<file path="config.mk">
export PLATFORM = sky130hd
export DESIGN_NAME = hsv_to_rgb_converter_flat
export DESIGN_NICKNAME = d
export VERILOG_FILES = /design/src/rtl/core/hsvrgb_pkg.sv /design/src/rtl/core/hsvrgb_if.sv /design/src/rtl/core/hsv_to_rgb_converter.sv /design/src/flat_wrapper.sv
export SDC_FILE = /design/constraint.sdc
export NUM_CORES = 1
export LEC_CHECK = 0
export BUFFER_PORTS_ARGS = -buffer_cell sky130_fd_sc_hd__clkbuf_2
export CAP_MARGIN = 30
export CORE_MARGIN = 5
export CORE_UTILIZATION = 55
export CTS_CLUSTER_SIZE = 40
export DETAILED_ROUTE_END_ITERATION = 8
export PLACE_DENSITY_LB_ADDON = 0.1
export SYNTH_ARGS = -nofsm -noshare
export SYNTH_HDL_FRONTEND = slang
export SYNTH_SLANG_ARGS = --single-unit
</file>
<file path="constraint.sdc">
create_clock -name clk -period 12.7 [get_ports clk]
set_clock_uncertainty 0.15 [all_clocks]
set_input_delay 1.905 -clock clk [delete_from_list [all_inputs] [get_ports clk]]
set_output_delay 1.905 -clock clk [all_outputs]
set_load 0.02 [all_outputs]
</file>
<file path="src/rtl/core/hsvrgb_pkg.sv">
// Shared widths, fixed-point constants and the hue sector type for the
// HSV to RGB converter. No dependencies; every other file imports it.
package hsvrgb_pkg;

	localparam int LEVEL_FRACTION_BITS = 12;
	localparam int HUE_FRACTION_BITS   = 4;

	localparam int HUE_W   = 16;
	localparam int LEVEL_W = LEVEL_FRACTION_BITS + 1;
	localparam int MAG_W   = HUE_W + 1;

	localparam logic [LEVEL_W-1:0] LEVEL_ONE = LEVEL_W'(1) << LEVEL_FRACTION_BITS;

	// Sixty degrees in hue units, written as 15 * 2^SIXTY_SHIFT.
	localparam int SIXTY_SHIFT = HUE_FRACTION_BITS + 2;
	localparam int HUE_SIXTY   = 60 << HUE_FRACTION_BITS;

	// floor(n / 15) = (n * RECIP15) >> RECIP_SHIFT, exact for n below 74898.
	localparam int RECIP_SHIFT = 20;
	localparam int RECIP_W     = 17;
	localparam logic [RECIP_W-1:0] RECIP15 = RECIP_W'(((1 << RECIP_SHIFT) + 14) / 15);

	// Whole sixty-degree steps in |hue|, and the width of a remainder.
	localparam int STEP_W = 6;
	localparam int FRAC_W = 10;

	typedef enum logic [2:0] {
		SEC_RED_YELLOW    = 3'd0,
		SEC_YELLOW_GREEN  = 3'd1,
		SEC_GREEN_CYAN    = 3'd2,
		SEC_CYAN_BLUE     = 3'd3,
		SEC_BLUE_MAGENTA  = 3'd4,
		SEC_MAGENTA_RED   = 3'd5
	} sector_t;

endpackage

</file>
<file path="src/rtl/core/hsvrgb_if.sv">
// Valid/ready channel interfaces for HSV pixels in and RGB pixels out.
// Depends on hsvrgb_pkg for the field widths.
interface hsvrgb_hsv_if
	import hsvrgb_pkg::*;
();
	logic               valid;
	logic               ready;
	logic [HUE_W-1:0]   hue;
	logic [LEVEL_W-1:0] saturation;
	logic [LEVEL_W-1:0] brightness;

	modport source (output valid, output hue, output saturation, output brightness,
		input ready);
	modport sink (input valid, input hue, input saturation, input brightness,
		output ready);
endinterface

interface hsvrgb_rgb_if
	import hsvrgb_pkg::*;
();
	logic               valid;
	logic               ready;
	logic [LEVEL_W-1:0] red_level;
	logic [LEVEL_W-1:0] green_level;
	logic [LEVEL_W-1:0] blue_level;

	modport source (output valid, output red_level, output green_level,
		output blue_level, input ready);
	modport sink (input valid, input red_level, input green_level,
		input blue_level, output ready);
endinterface

</file>
<file path="src/rtl/core/hsv_to_rgb_converter.sv">
// Top level of the HSV to RGB converter: a six-stage pipeline.
// Depends on hsvrgb_pkg and the channel interfaces in hsvrgb_if.sv.
//
// The converter takes one pixel per clock while hsv.ready is high. Each
// pipeline stage holds its item until the next stage can take it, so a
// stall at the output fills the bubbles first and stops the input only
// when all six stages are full. The stages in order: hue magnitude, chroma
// with the hue step split, remainder and sector, X multiply with the shift
// part of the division by sixty, division by fifteen, and sector placement.
module hsv_to_rgb_converter
	import hsvrgb_pkg::*;
(
	input  logic          clk,
	input  logic          arst_n,
	hsvrgb_hsv_if.sink    hsv,
	hsvrgb_rgb_if.source  rgb
);

	localparam int NSTAGE = 6;

	function automatic logic [LEVEL_W-1:0] clamp_level(input logic [LEVEL_W-1:0] raw);
		return (raw > LEVEL_ONE) ? LEVEL_ONE : raw;
	endfunction

	logic [NSTAGE:1] vld;
	logic [NSTAGE:1] adv;

	// A stage loads when it is empty or when the stage after it loads; the last stage loads when rgb.ready is high.
	always_comb begin
		adv[NSTAGE] = ~vld[NSTAGE] | rgb.ready;
		for (int k = NSTAGE - 1; k >= 1; k--) begin
			adv[k] = ~vld[k] | adv[k+1];
		end
	end

	always_ff @(posedge clk or negedge arst_n) begin
		if (!arst_n) begin
			vld <= '0;
		end else begin
			if (adv[1]) begin
				vld[1] <= hsv.valid;
			end
			for (int k = 2; k <= NSTAGE; k++) begin
				if (adv[k]) begin
					vld[k] <= vld[k-1];
				end
			end
		end
	end

	assign hsv.ready = adv[1];
	assign rgb.valid = vld[NSTAGE];

	// Stage 1: hue magnitude and clamped levels.
	logic [MAG_W-1:0]   mag_s1;
	logic [LEVEL_W-1:0] sat_s1;
	logic [LEVEL_W-1:0] val_s1;

	always_ff @(posedge clk) begin
		if (adv[1]) begin
			mag_s1 <= hsv.hue[HUE_W-1] ? (MAG_W'(1) << HUE_W) - {1'b0, hsv.hue}
				: {1'b0, hsv.hue};
			sat_s1 <= clamp_level(hsv.saturation);
			val_s1 <= clamp_level(hsv.brightness);
		end
	end

	// Stage 2: chroma and the number of whole sixty-degree steps in |hue|.
	logic [2*LEVEL_W-1:0]                   vs_prod;
	logic [MAG_W-SIXTY_SHIFT-1:0]           mag_hi;
	logic [MAG_W-SIXTY_SHIFT+RECIP_W-1:0]   step_prod;
	logic [LEVEL_W-1:0]                     c_s2;
	logic [LEVEL_W-1:0]                     val_s2;
	logic [MAG_W-1:0]                       mag_s2;
	logic [STEP_W-1:0]                      step_s2;

	assign vs_prod   = val_s1 * sat_s1;
	assign mag_hi    = mag_s1[MAG_W-1:SIXTY_SHIFT];
	assign step_prod = mag_hi * RECIP15;

	always_ff @(posedge clk) begin
		if (adv[2]) begin
			c_s2    <= vs_prod[LEVEL_FRACTION_BITS +: LEVEL_W];
			val_s2  <= val_s1;
			mag_s2  <= mag_s1;
			step_s2 <= step_prod[RECIP_SHIFT +: STEP_W];
		end
	end

	// Stage 3: remainder within the step, X weight, sector and m.
	// The step count stays below 35, where (q * 11) >> 6 equals q / 6.
	logic [MAG_W-1:0]    step_base;
	logic [FRAC_W-1:0]   frac;
	logic [2*STEP_W-1:0] turn_prod;
	logic [STEP_W-1:0]   turns;
	logic [STEP_W-1:0]   sec_raw;
	logic [LEVEL_W-1:0]  c_s3;
	logic [LEVEL_W-1:0]  m_s3;
	logic [FRAC_W-1:0]   w_s3;
	sector_t             sec_s3;

	assign step_base = MAG_W'(step_s2) * MAG_W'(HUE_SIXTY);
	assign frac      = FRAC_W'(mag_s2 - step_base);
	assign turn_prod = (2 * STEP_W)'(step_s2) * (2 * STEP_W)'(11);
	assign turns     = turn_prod[STEP_W +: STEP_W];
	assign sec_raw   = step_s2 - STEP_W'(turns * STEP_W'(6));

	always_ff @(posedge clk) begin
		if (adv[3]) begin
			c_s3   <= c_s2;
			m_s3   <= val_s2 - c_s2;
			// X rises through even sectors and falls through odd ones.
			w_s3   <= step_s2[0] ? FRAC_W'(HUE_SIXTY) - frac : frac;
			sec_s3 <= sector_t'(sec_raw[2:0]);
		end
	end

	// Stage 4: C times the weight, divided by the power-of-two part of sixty.
	logic [LEVEL_W+FRAC_W-1:0]         cw_prod;
	logic [LEVEL_W+FRAC_W-SIXTY_SHIFT-1:0] n_s4;
	logic [LEVEL_W-1:0]                c_s4;
	logic [LEVEL_W-1:0]                m_s4;
	sector_t                           sec_s4;

	assign cw_prod = c_s3 * w_s3;

	always_ff @(posedge clk) begin
		if (adv[4]) begin
			n_s4   <= cw_prod[LEVEL_W+FRAC_W-1:SIXTY_SHIFT];
			c_s4   <= c_s3;
			m_s4   <= m_s3;
			sec_s4 <= sec_s3;
		end
	end

	// Stage 5: the remaining division by fifteen.
	logic [LEVEL_W+FRAC_W-SIXTY_SHIFT+RECIP_W-1:0] x_prod;
	logic [LEVEL_W-1:0] x_s5;
	logic [LEVEL_W-1:0] c_s5;
	logic [LEVEL_W-1:0] m_s5;
	sector_t            sec_s5;

	assign x_prod = n_s4 * RECIP15;

	always_ff @(posedge clk) begin
		if (adv[5]) begin
			x_s5   <= x_prod[RECIP_SHIFT +: LEVEL_W];
			c_s5   <= c_s4;
			m_s5   <= m_s4;
			sec_s5 <= sec_s4;
		end
	end

	// Stage 6: place C, X and zero by sector and add m.
	logic [LEVEL_W-1:0] r_pre;
	logic [LEVEL_W-1:0] g_pre;
	logic [LEVEL_W-1:0] b_pre;
	logic [LEVEL_W-1:0] red_s6;
	logic [LEVEL_W-1:0] green_s6;
	logic [LEVEL_W-1:0] blue_s6;

	always_comb begin
		unique case (sec_s5)
			SEC_RED_YELLOW: begin
				r_pre = c_s5; g_pre = x_s5; b_pre = '0;
			end
			SEC_YELLOW_GREEN: begin
				r_pre = x_s5; g_pre = c_s5; b_pre = '0;
			end
			SEC_GREEN_CYAN: begin
				r_pre = '0; g_pre = c_s5; b_pre = x_s5;
			end
			SEC_CYAN_BLUE: begin
				r_pre = '0; g_pre = x_s5; b_pre = c_s5;
			end
			SEC_BLUE_MAGENTA: begin
				r_pre = x_s5; g_pre = '0; b_pre = c_s5;
			end
			default: begin
				r_pre = c_s5; g_pre = '0; b_pre = x_s5;
			end
		endcase
	end

	always_ff @(posedge clk) begin
		if (adv[6]) begin
			red_s6   <= r_pre + m_s5;
			green_s6 <= g_pre + m_s5;
			blue_s6  <= b_pre + m_s5;
		end
	end

	assign rgb.red_level   = red_s6;
	assign rgb.green_level = green_s6;
	assign rgb.blue_level  = blue_s6;

endmodule
</file>
<file path="src/flat_wrapper.sv">
// flat-port wrapper written by rule: the top's interface ports become plain ports
module hsv_to_rgb_converter_flat import hsvrgb_pkg::*;
  (clk, arst_n, hsv_valid, hsv_hue, hsv_saturation, hsv_brightness, hsv_ready, rgb_valid, rgb_red_level, rgb_green_level, rgb_blue_level, rgb_ready);
  hsvrgb_hsv_if hsv_i ();
  hsvrgb_rgb_if rgb_i ();
  input  logic clk;
  input  logic arst_n;
  input wire logic [$bits(hsv_i.valid)-1:0] hsv_valid;
  input wire logic [$bits(hsv_i.hue)-1:0] hsv_hue;
  input wire logic [$bits(hsv_i.saturation)-1:0] hsv_saturation;
  input wire logic [$bits(hsv_i.brightness)-1:0] hsv_brightness;
  output wire logic [$bits(hsv_i.ready)-1:0] hsv_ready;
  output wire logic [$bits(rgb_i.valid)-1:0] rgb_valid;
  output wire logic [$bits(rgb_i.red_level)-1:0] rgb_red_level;
  output wire logic [$bits(rgb_i.green_level)-1:0] rgb_green_level;
  output wire logic [$bits(rgb_i.blue_level)-1:0] rgb_blue_level;
  input wire logic [$bits(rgb_i.ready)-1:0] rgb_ready;
  assign hsv_i.valid = hsv_valid;
  assign hsv_i.hue = hsv_hue;
  assign hsv_i.saturation = hsv_saturation;
  assign hsv_i.brightness = hsv_brightness;
  assign hsv_ready = hsv_i.ready;
  assign rgb_valid = rgb_i.valid;
  assign rgb_red_level = rgb_i.red_level;
  assign rgb_green_level = rgb_i.green_level;
  assign rgb_blue_level = rgb_i.blue_level;
  assign rgb_i.ready = rgb_ready;
  hsv_to_rgb_converter u_core (.clk(clk), .arst_n(arst_n), .hsv(hsv_i), .rgb(rgb_i));
endmodule
</file>
Word level (Yosys, flattened, before mapping). Index checks and enable logic that the tools add are counted.

$add $sub $neg: 8. Shift-type cells: 0. Mux-type cells: 5. Reduce and logical (&&, ||, !) cells: 7. Order comparisons: 2. Divide/modulo/power cells: 0. Equal/unequal tests: 4. Multiply operators: 7. Bitwise operators: 12.

Operator list (number): case mux 13 bit (2 select lines) (3); adder 13 bit (3); multiplier 17 x 16 -> 32 bit, second input constant (1); > comparator 13 bit, second input constant (2); multiplier 11 x 16 -> 25 bit, second input constant (1); multiplier 13 x 13 -> 25 bit (1); multiplier 13 x 10 -> 23 bit (1); subtractor 17 x 16 -> 17 bit, first input constant (1); two-way mux 15 bit (1); subtractor 13 bit (1); OR reduction 2 bit (6); multiplier 6 x 4 -> 10 bit, second input constant (1); two-way mux 10 bit (1); subtractor 10 bit (1); subtractor 10 bit, first input constant (1); == test 3 x 2 -> 1 bit, second input constant (2); multiplier 6 x 4 -> 4 bit, second input constant (1); NOT 1 bit (6); OR 1 bit (6); multiplier 4 x 2 -> 2 bit, second input constant (1); == test 3 x 1 -> 1 bit, second input constant (1); == test 3 bit, second input constant (1); zero test 3 bit (1); subtractor 3 bit (1).

Input port bits: 46. Bits in registers: 257. Bits in latches: 0. Bits in read-only memories: 0. Logic and storage cells: 74. Memories kept: 0. Bits in writable memories: 0. Output and inout port bits: 41.

Logic depth before layout (Yosys ltp). Gate-level depths: netlist of the first run.

Depth after elaboration: 7. Depth in mapped cells: 20. Mapped depth without buffers: 19.

Least setup slack after synthesis of the first run. OpenSTA, ideal clock, no wires.

Kind: register -> register. Start point: register u_core.val_s1[8]. End point: register u_core.c_s2[12], data pin. Library setup time: 265 ps. Setup slack: 6997 ps. Buffers on the path: 1. Period minus slack after synthesis: 5703 ps. Arrival: 5288 ps. Cell stages (with the launch flop): 20. Data required time: 12285 ps. Cells stage by stage: edfxtp_1 -> clkbuf_1 -> and2_1 -> fa_1 -> inv_1 -> fa_1 -> inv_1 -> fa_1 -> fa_1 -> inv_1 -> fa_1 -> inv_1 -> ha_1 -> a21o_1 -> a21o_1 -> a221oi_2 -> o31ai_2 -> a221o_1 -> a2111oi_2 -> nor3_1.

Longest elaborated chain between the ends: 1.

Ends and longest elaborated chain: from (decl) (RTL line hsv_to_rgb_converter.sv:57) `logic [LEVEL_W-1:0] val_s1;`; from (signal assigned) (RTL line hsv_to_rgb_converter.sv:64) `val_s1 <= clamp_level(hsv.brightness);`; multiplier 13 x 13 -> 25 bit (RTL line hsv_to_rgb_converter.sv:77) `assign vs_prod = val_s1 * sat_s1;`; net u_core.vs_prod[24] (RTL line hsv_to_rgb_converter.sv:69) `logic [2*LEVEL_W-1:0] vs_prod;`; to (signal assigned) (RTL line hsv_to_rgb_converter.sv:83) `c_s2 <= vs_prod[LEVEL_FRACTION_BITS +: LEVEL_W];`; to (decl) (RTL line hsv_to_rgb_converter.sv:72) `logic [LEVEL_W-1:0] c_s2;`.

The timed path passes the listed nets, and every way through them passes these cells. A chain may end at the register's enable or synchronous reset.

Final worst setup path of the first run.
Start point: register u_core.val_s1[7]. End point: register u_core.c_s2[12], data pin.

Same word-level chain as after synthesis.

==> results of run 1 <==
==> Yosys cell counts, types with 2 or more instances <==
master	count
o221a_2	2
clkbuf_1	68
o31ai_1	13
nand3_1	20
ha_1	332
nor3b_1	2
nor3_1	21
o21a_1	17
o211ai_1	8
mux2_2	10
a41o_1	3
a31oi_1	11
mux2i_1	4
and3_1	9
o21ai_0	50
edfxtp_1	251
a22o_1	27
or2_2	7
a21o_1	20
and2_1	158
nor2_1	65
o22ai_1	2
xor2_1	23
xnor2_1	110
nor2b_1	34
a21oi_1	88
inv_1	403
dfrtp_1	6
a211oi_1	10
buf_1	4
nand2b_1	17
and4_1	3
nand4_1	10
o21ai_1	4
or3_1	15
a2bb2oi_1	3
nand2_1	271
fa_1	244
o21bai_1	7
==> cell families (layout without fill, tap and decap cells) <==
group,after synthesis,count (layout)
AO/OA/AOI/OAI,282,282
XOR/XNOR,133,133
adder cells (fa/ha/maj),576,576
buffers and inverters,476,556
flip-flops,257,257
multiplexers,14,14
other,1,1
AND/OR/NAND/NOR,635,635
==> worst max-delay path, cell delays in order (launching register included) <==
cell       delay, ps
edfxtp_1         590
and2_1           250
fa_1             530
inv_1             50
fa_1             540
inv_1             50
fa_1             470
fa_1             500
inv_1             60
fa_1             520
inv_1             40
ha_1             320
a21o_1           200
a21o_1           210
a221oi_2         280
o31ai_2          200
a221o_1          430
a2111oi_2        380
nor3_1            90
==> through the flow <==
| step | worst slack (ps) | hold slack, ps | cells |
|---|---|---|---|
| 4_1_cts | 6570 | 266 | 3046 |
| 2_1_floorplan | 7000 | 250 | 2374 |
| 5_1_grt | 6320 | 271 | 3046 |
| 3_3_place_gp | 6700 | 251 | 2988 |
| 3_5_place_dp | 6560 | 255 | 2993 |
| 6_report | 6600 | 263 | 3046 |
==> cell type report <==
| cell class | instances | area, um^2 |
|---|---|---|
| fillers | 3768 | 17600 |
| repair buffers | 99 | 564 |
| multi-input cells | 1641 | 15300 |
| flip-flops and latches | 257 | 7690 |
| clock inverters | 21 | 221 |
| clock buffers | 32 | 737 |
| inverters | 404 | 1520 |
| well taps | 592 | 741 |
==> metal layers <==
| metal | up-vias | share of wire, % | GRT usage (%) |
|---|---|---|---|
| met5 | - | 0 | 0 |
| met4 | 0 | 2.4 | 4.53 |
| met3 | 71 | 3.8 | 2.26 |
| met2 | 317 | 48 | 33.9 |
| met1 | 7881 | 46 | 27.2 |
| li1 | 7924 | - | - |
==> sequential cells by signal, indices dropped and copies added, names as in the netlist, 13 cells and up <==
register / cells
u_core.rgb.red_level: 13
u_core.rgb.blue_level: 13
u_core.m_s5: 13
u_core.sat_s1: 13
u_core.c_s2: 13
u_core.mag_s1: 17
u_core.n_s4: 17
u_core.m_s3: 13
u_core.m_s4: 13
u_core.c_s5: 13
u_core.rgb.green_level: 13
u_core.c_s3: 13
u_core.c_s4: 13
u_core.val_s1: 13
u_core.val_s2: 13
u_core.x_s5: 13
==> worst min-delay path by stage <==
stage          slack (ps)  cells past startpoint                       from                         to
6_report              260                      0   u_core.m_s4[3]$_DFFE_PP_   u_core.m_s5[3]$_DFFE_PP_
5_1_grt               270                      0   u_core.c_s4[0]$_DFFE_PP_   u_core.c_s5[0]$_DFFE_PP_
4_1_cts               270                      0   u_core.m_s4[3]$_DFFE_PP_   u_core.m_s5[3]$_DFFE_PP_
3_5_place_dp          250                      0  u_core.m_s3[11]$_DFFE_PP_  u_core.m_s4[11]$_DFFE_PP_
3_3_place_gp          250                      0   u_core.m_s4[1]$_DFFE_PP_   u_core.m_s5[1]$_DFFE_PP_
2_1_floorplan         250                      0   u_core.c_s4[0]$_DFFE_PP_   u_core.c_s5[0]$_DFFE_PP_
==> flow_metrics.py, run 1 <==
metrics = {
    "status": {
        "outcome": "finished clean",
    },
    "synth": {
        "synth_top_area_share_pct": 30.4,
        "synthSimpleGateAreaFrac_pct": 12.5,
        "yosys_warnings": 0,
        "synth_xor_area_share_pct": 4.70,
        "synth.top_cells.by_area": "edfxtp_1 30%, fa_1 20%, ha_1 17%",
        "synth_compound_area_share_pct": 7.44,
        "yosys.area.top_type": "edfxtp_1",
        "synth_seq_cells": 257,
        "synthArstFlopShare_pct": 2.33,
        "synth-edff-count": 251,
        "synth_adder_area_share_pct": 36.5,
        "netlist_area_mm2": 0.0248,
        "syn-instance-count": 2374,
        "synth_flop_cell": "edfxtp_1",
        "syn_area_per_cell_um2": 10.4,
        "synthMuxAreaShare_pct": 0.616,
        "syn_nets": 2996,
        "ys_types": 61,
        "yosysSeqAreaShare_pct": 31.0,
        "synth_top_family_by_area": "adder cells",
    },
    "setup_path": {
        "crit_required_ps": 12850,
        "start_kind": "flop",
        "crit_type": "flop to flop",
        "crit_path_max_fanout": 14,
        "worstReg2RegEnd": "u_core.c_s2[12]$_DFFE_PP_",
        "arrival_ps": 6250,
        "crit_path_start": "u_core.val_s1[7]$_SDFFCE_PN0P_",
        "crit_path_end": "u_core.c_s2[12]$_DFFE_PP_",
        "r2r_slack_ps": 6600,
        "endpoint_kind": "flop",
        "r2r-start": "u_core.val_s1[7]$_SDFFCE_PN0P_",
        "rr_worst_depth": 18,
    },
    "sta": {
        "drv_slew": 0,
        "slew-limit-headroom_pct": 39.7,
        "rsz0062_at_grt": "false",
        "worstMarginPinSlew_ps": 901,
        "setup_tns_ps": 0,
        "period_share_pct": 48.0,
        "fmax_mhz": 164,
        "hold_viol": 0,
        "post-route-min-period_ps": 6100,
        "finalSetupViolations": 0,
    },
    "clock_network": {
        "cts_tree": "yes",
        "htree_levels": 1,
        "cts_inserted_buffers": 29,
        "clk_pin_slew_worst_paths_ps": 60,
        "cts_resized": 0,
        "clkLatencyLatePin_ps": 570,
        "cts_setup_buffers": 0,
        "clock_sinks": 257,
        "cts-root-buf": "clkbuf_16",
        "holdBufCountCts": 0,
        "cts_max_path_buffers": 3,
    },
    "layout": {
        "antenna_cells": 0,
        "drive_gt1_share_pct": 6.97,
        "final_cell_mix": "403 x inv_1, 332 x ha_1, 269 x nand2_1",
        "final_common_cell": "inv_1",
        "finish.instance_area_mm2": 0.0268,
        "area_growth_pct": 8.09,
        "post-route-util_pct": 60.3,
        "nNetsFinal": 3054,
    },
    "placed_design": {
        "port_buffers": 86,
        "post_dp_cell_area_mm2": 0.0258,
        "gp_congestion": 0.848,
        "dp_hpwl_um": 39000,
    },
    "global_routing": {
        "grt_pass1_vias": 16919,
        "grt_pass1_wl_um": 81800,
        "grt_max_degree": 57,
        "grt_overflow": 0,
        "globalRouteTotalUtil_pct": 19.7,
        "grt_antenna_before_repair": 0,
    },
    "route": {
        "dr.pass1.iters": 5,
        "via_per_inst": 5.32,
        "ant_nets": 0,
        "drt_iter0_markers": 600,
        "wl_per_cell_um": 15.8,
        "vias": 16193,
        "drc": 0,
        "wl_um": 48100,
    },
    "die": {
        "io_pins": 87,
        "core_area_mm2": 0.0444,
        "dieHeight_um": 222,
        "rows": 77,
        "start_util_pct": 55.8,
        "dieArea_mm2": 0.0494,
        "dieWidth_um": 222,
    },
    "hold_path": {
        "hold_class": "flop to flop",
    },
    "run": {
        "maxCapViolCount": 0,
    },
}
Power of run 1 is not shown: default switching activity piles up to over one toggle a cycle in this logic, so the estimate is an artifact.
==> run 2: changes to the inputs <==
Settings changed: ABC_AREA set to 1.
Clock period 12.7 ns to 5.5 ns, I/O delays scaled along.
==> run 2 against run 1 <==
  * Setup slack got worse by 6400 ps
  * Final area rose by 9.8%
  * Area after synthesis is 8.4% higher
  * Clock-buffer cell count up 2
  * Critical path type unchanged
==> flow_metrics.py, run 2 <==
metrics = {
    "status": {
        "outcome": "finished clean",
    },
    "synth": {
        "yosysSeqAreaShare_pct": 28.6,
        "ys_types": 47,
        "ys_top_cells_by_count": "777 x inv_1, 745 x nand2_1, 332 x ha_1",
        "syn-instance-count": 3153,
        "synth_flop_cell": "edfxtp_1",
        "yosys_warnings": 0,
        "syn_area_per_cell_um2": 8.52,
        "yosys.area.top_type": "edfxtp_1",
        "syn_nets": 3775,
        "synth.most_common_cell": "inv_1",
        "synth-edff-count": 251,
        "synthArstFlopShare_pct": 2.33,
        "synth_seq_cells": 257,
        "synth.top_cells.by_area": "edfxtp_1 28%, fa_1 18%, ha_1 15%",
        "synth_top_area_share_pct": 28.1,
        "netlist_area_mm2": 0.0269,
    },
    "layout": {
        "fin_cells": 3919,
        "final_common_cell": "inv_1",
        "area_growth_pct": 9.48,
        "drive_gt1_share_pct": 7.31,
        "fillers": 4240,
        "finish.instance_area_mm2": 0.0294,
        "antenna_cells": 0,
        "final_cell_mix": "776 x inv_1, 743 x nand2_1, 331 x ha_1",
        "largestRegisters": "u_core.mag_s1: 17 flops, u_core.n_s4: 17 flops",
        "nNetsFinal": 3896,
    },
    "clock_network": {
        "cts_inserted_buffers": 31,
        "cts-root-buf": "clkbuf_16",
        "cts_max_path_buffers": 3,
        "clock_sinks": 257,
        "clk_pin_slew_worst_paths_ps": 60,
        "htree_levels": 1,
        "cts_tree": "yes",
        "clkLatencyLatePin_ps": 580,
    },
    "sta": {
        "hold_viol": 0,
        "finalSetupViolations": 0,
        "worstMarginPinSlew_ps": 795,
        "fmax_mhz": 188,
        "period_share_pct": 96.5,
        "rsz0062_at_grt": "false",
        "slew-limit-headroom_pct": 46.9,
        "drv_slew": 0,
        "post-route-min-period_ps": 5310,
        "setup_tns_ps": 0,
        "whs_ps": 263,
    },
    "setup_path": {
        "start_kind": "flop",
        "rr_worst_depth": 16,
        "r2r-start": "u_core.sat_s1[12]$_SDFFCE_PN1P_",
        "crit_required_ps": 5680,
        "r2r_slack_ps": 190,
        "crit_type": "flop to flop",
        "arrival_ps": 5490,
        "endpoint_kind": "flop",
        "crit_path_max_fanout": 8,
        "worstReg2RegEnd": "u_core.c_s2[10]$_DFFE_PP_",
    },
    "route": {
        "drc": 0,
        "wl_um": 61600,
        "drt_iter0_markers": 1194,
        "via_per_inst": 5.16,
        "vias": 20225,
        "dr.pass1.iters": 7,
        "wl_per_cell_um": 15.7,
        "ant_nets": 0,
    },
    "die": {
        "io_pins": 87,
        "dieWidth_um": 231,
        "dieHeight_um": 231,
        "start_util_pct": 55.2,
        "dieArea_mm2": 0.0533,
        "core_area_mm2": 0.0486,
        "rows": 81,
    },
    "hold_path": {
        "hold_class": "flop to flop",
        "min_from": "u_core.mag_s1[5]$_DFFE_PP_",
        "hold_path_depth": 0,
        "holdPathEnd": "u_core.mag_s2[5]$_DFFE_PP_",
    },
    "placed_design": {
        "dp_hpwl_um": 51800,
        "post_dp_cell_area_mm2": 0.0281,
        "gp_congestion": 0.972,
        "dp.cells": 3840,
        "port_buffers": 86,
    },
    "global_routing": {
        "grt_antenna_before_repair": 0,
        "grt_pass1_wl_um": 102000,
        "grt_overflow": 0,
        "globalRouteTotalUtil_pct": 23.2,
        "grt_pass1_vias": 20975,
        "grt_max_degree": 45,
    },
    "run": {
        "maxCapViolCount": 0,
    },
}
run 2: cells by family after synthesis:
group                    Yosys count  share of synthesized area, %
other                              1                        0.0140
AND/OR/NAND/NOR                 1115                          17.1
adder cells (fa/ha/maj)          576                          33.7
AO/OA/AOI/OAI                    271                          5.78
buffers and inverters            841                          11.8
flip-flops                       257                          28.6
XOR/XNOR                          92                          3.00
run 2: area by class of cell:
type	count	area, um^2	area share (%)
clock buffers	34	787	2.68
inverters	780	2930	9.96
multi-input cells	2055	16000	54.5
well taps	622	778	2.65
flip-flops and latches	257	7690	26.1
clock inverters	22	251	0.855
repair buffers	149	943	3.21
run 2: worst max path at each step:
stage / startpoint / end / slack, ps
2_1_floorplan: rgb_ready / hsv_ready / 60
5_1_grt: u_core.val_s1[4]$_SDFFCE_PN0P_ / u_core.c_s2[10]$_DFFE_PP_ / 5
6_report: u_core.sat_s1[12]$_SDFFCE_PN1P_ / u_core.c_s2[10]$_DFFE_PP_ / 190
3_3_place_gp: u_core.sat_s1[11]$_SDFFCE_PN0P_ / u_core.c_s2[10]$_DFFE_PP_ / 150
4_1_cts: u_core.sat_s1[3]$_SDFFCE_PN0P_ / u_core.c_s2[10]$_DFFE_PP_ / 50
3_5_place_dp: u_core.sat_s1[3]$_SDFFCE_PN0P_ / u_core.c_s2[10]$_DFFE_PP_ / 60
run 2: metal layers:
metal / up-vias / share of wire, % / global-route usage [%]
li1: 10042 / - / -
met1: 9554 / 43 / 29.7
met2: 523 / 50 / 42.1
met3: 106 / 4.2 / 2.53
met4: 0 / 2.6 / 5.98
met5: - / 0 / 0
run 2: worst max-delay path, cell delays in order (launching register included):
cell      delay, ps
edfxtp_1        500
buf_4           230
nand2_1          90
fa_1            530
fa_1            520
fa_1            530
fa_1            540
inv_1            50
fa_1            420
ha_1            450
nand2_1         160
nor2_1          340
nand2_1         110
inv_1            80
nand3_1         170
nand4_1         140
nand2_1          60
run 2: repair_timing:
action	4_1_cts	5_1_grt
resized for setup	0	5
endpoints found under the hold margin	6	0
hold buffers	1	0
buffers inserted	0	22
endpoints found under the setup margin	0	9
run 2: per-stage QoR:
step	util (%)	worst slack (ps)
final	60.4	191
after global routing	60.4	5.09
after CTS	60.0	52.9
after detailed placement	57.8	61.5
after global placement	57.8	145
after floorplan	-	59.0
Power of run 2 is left out for the same reason.
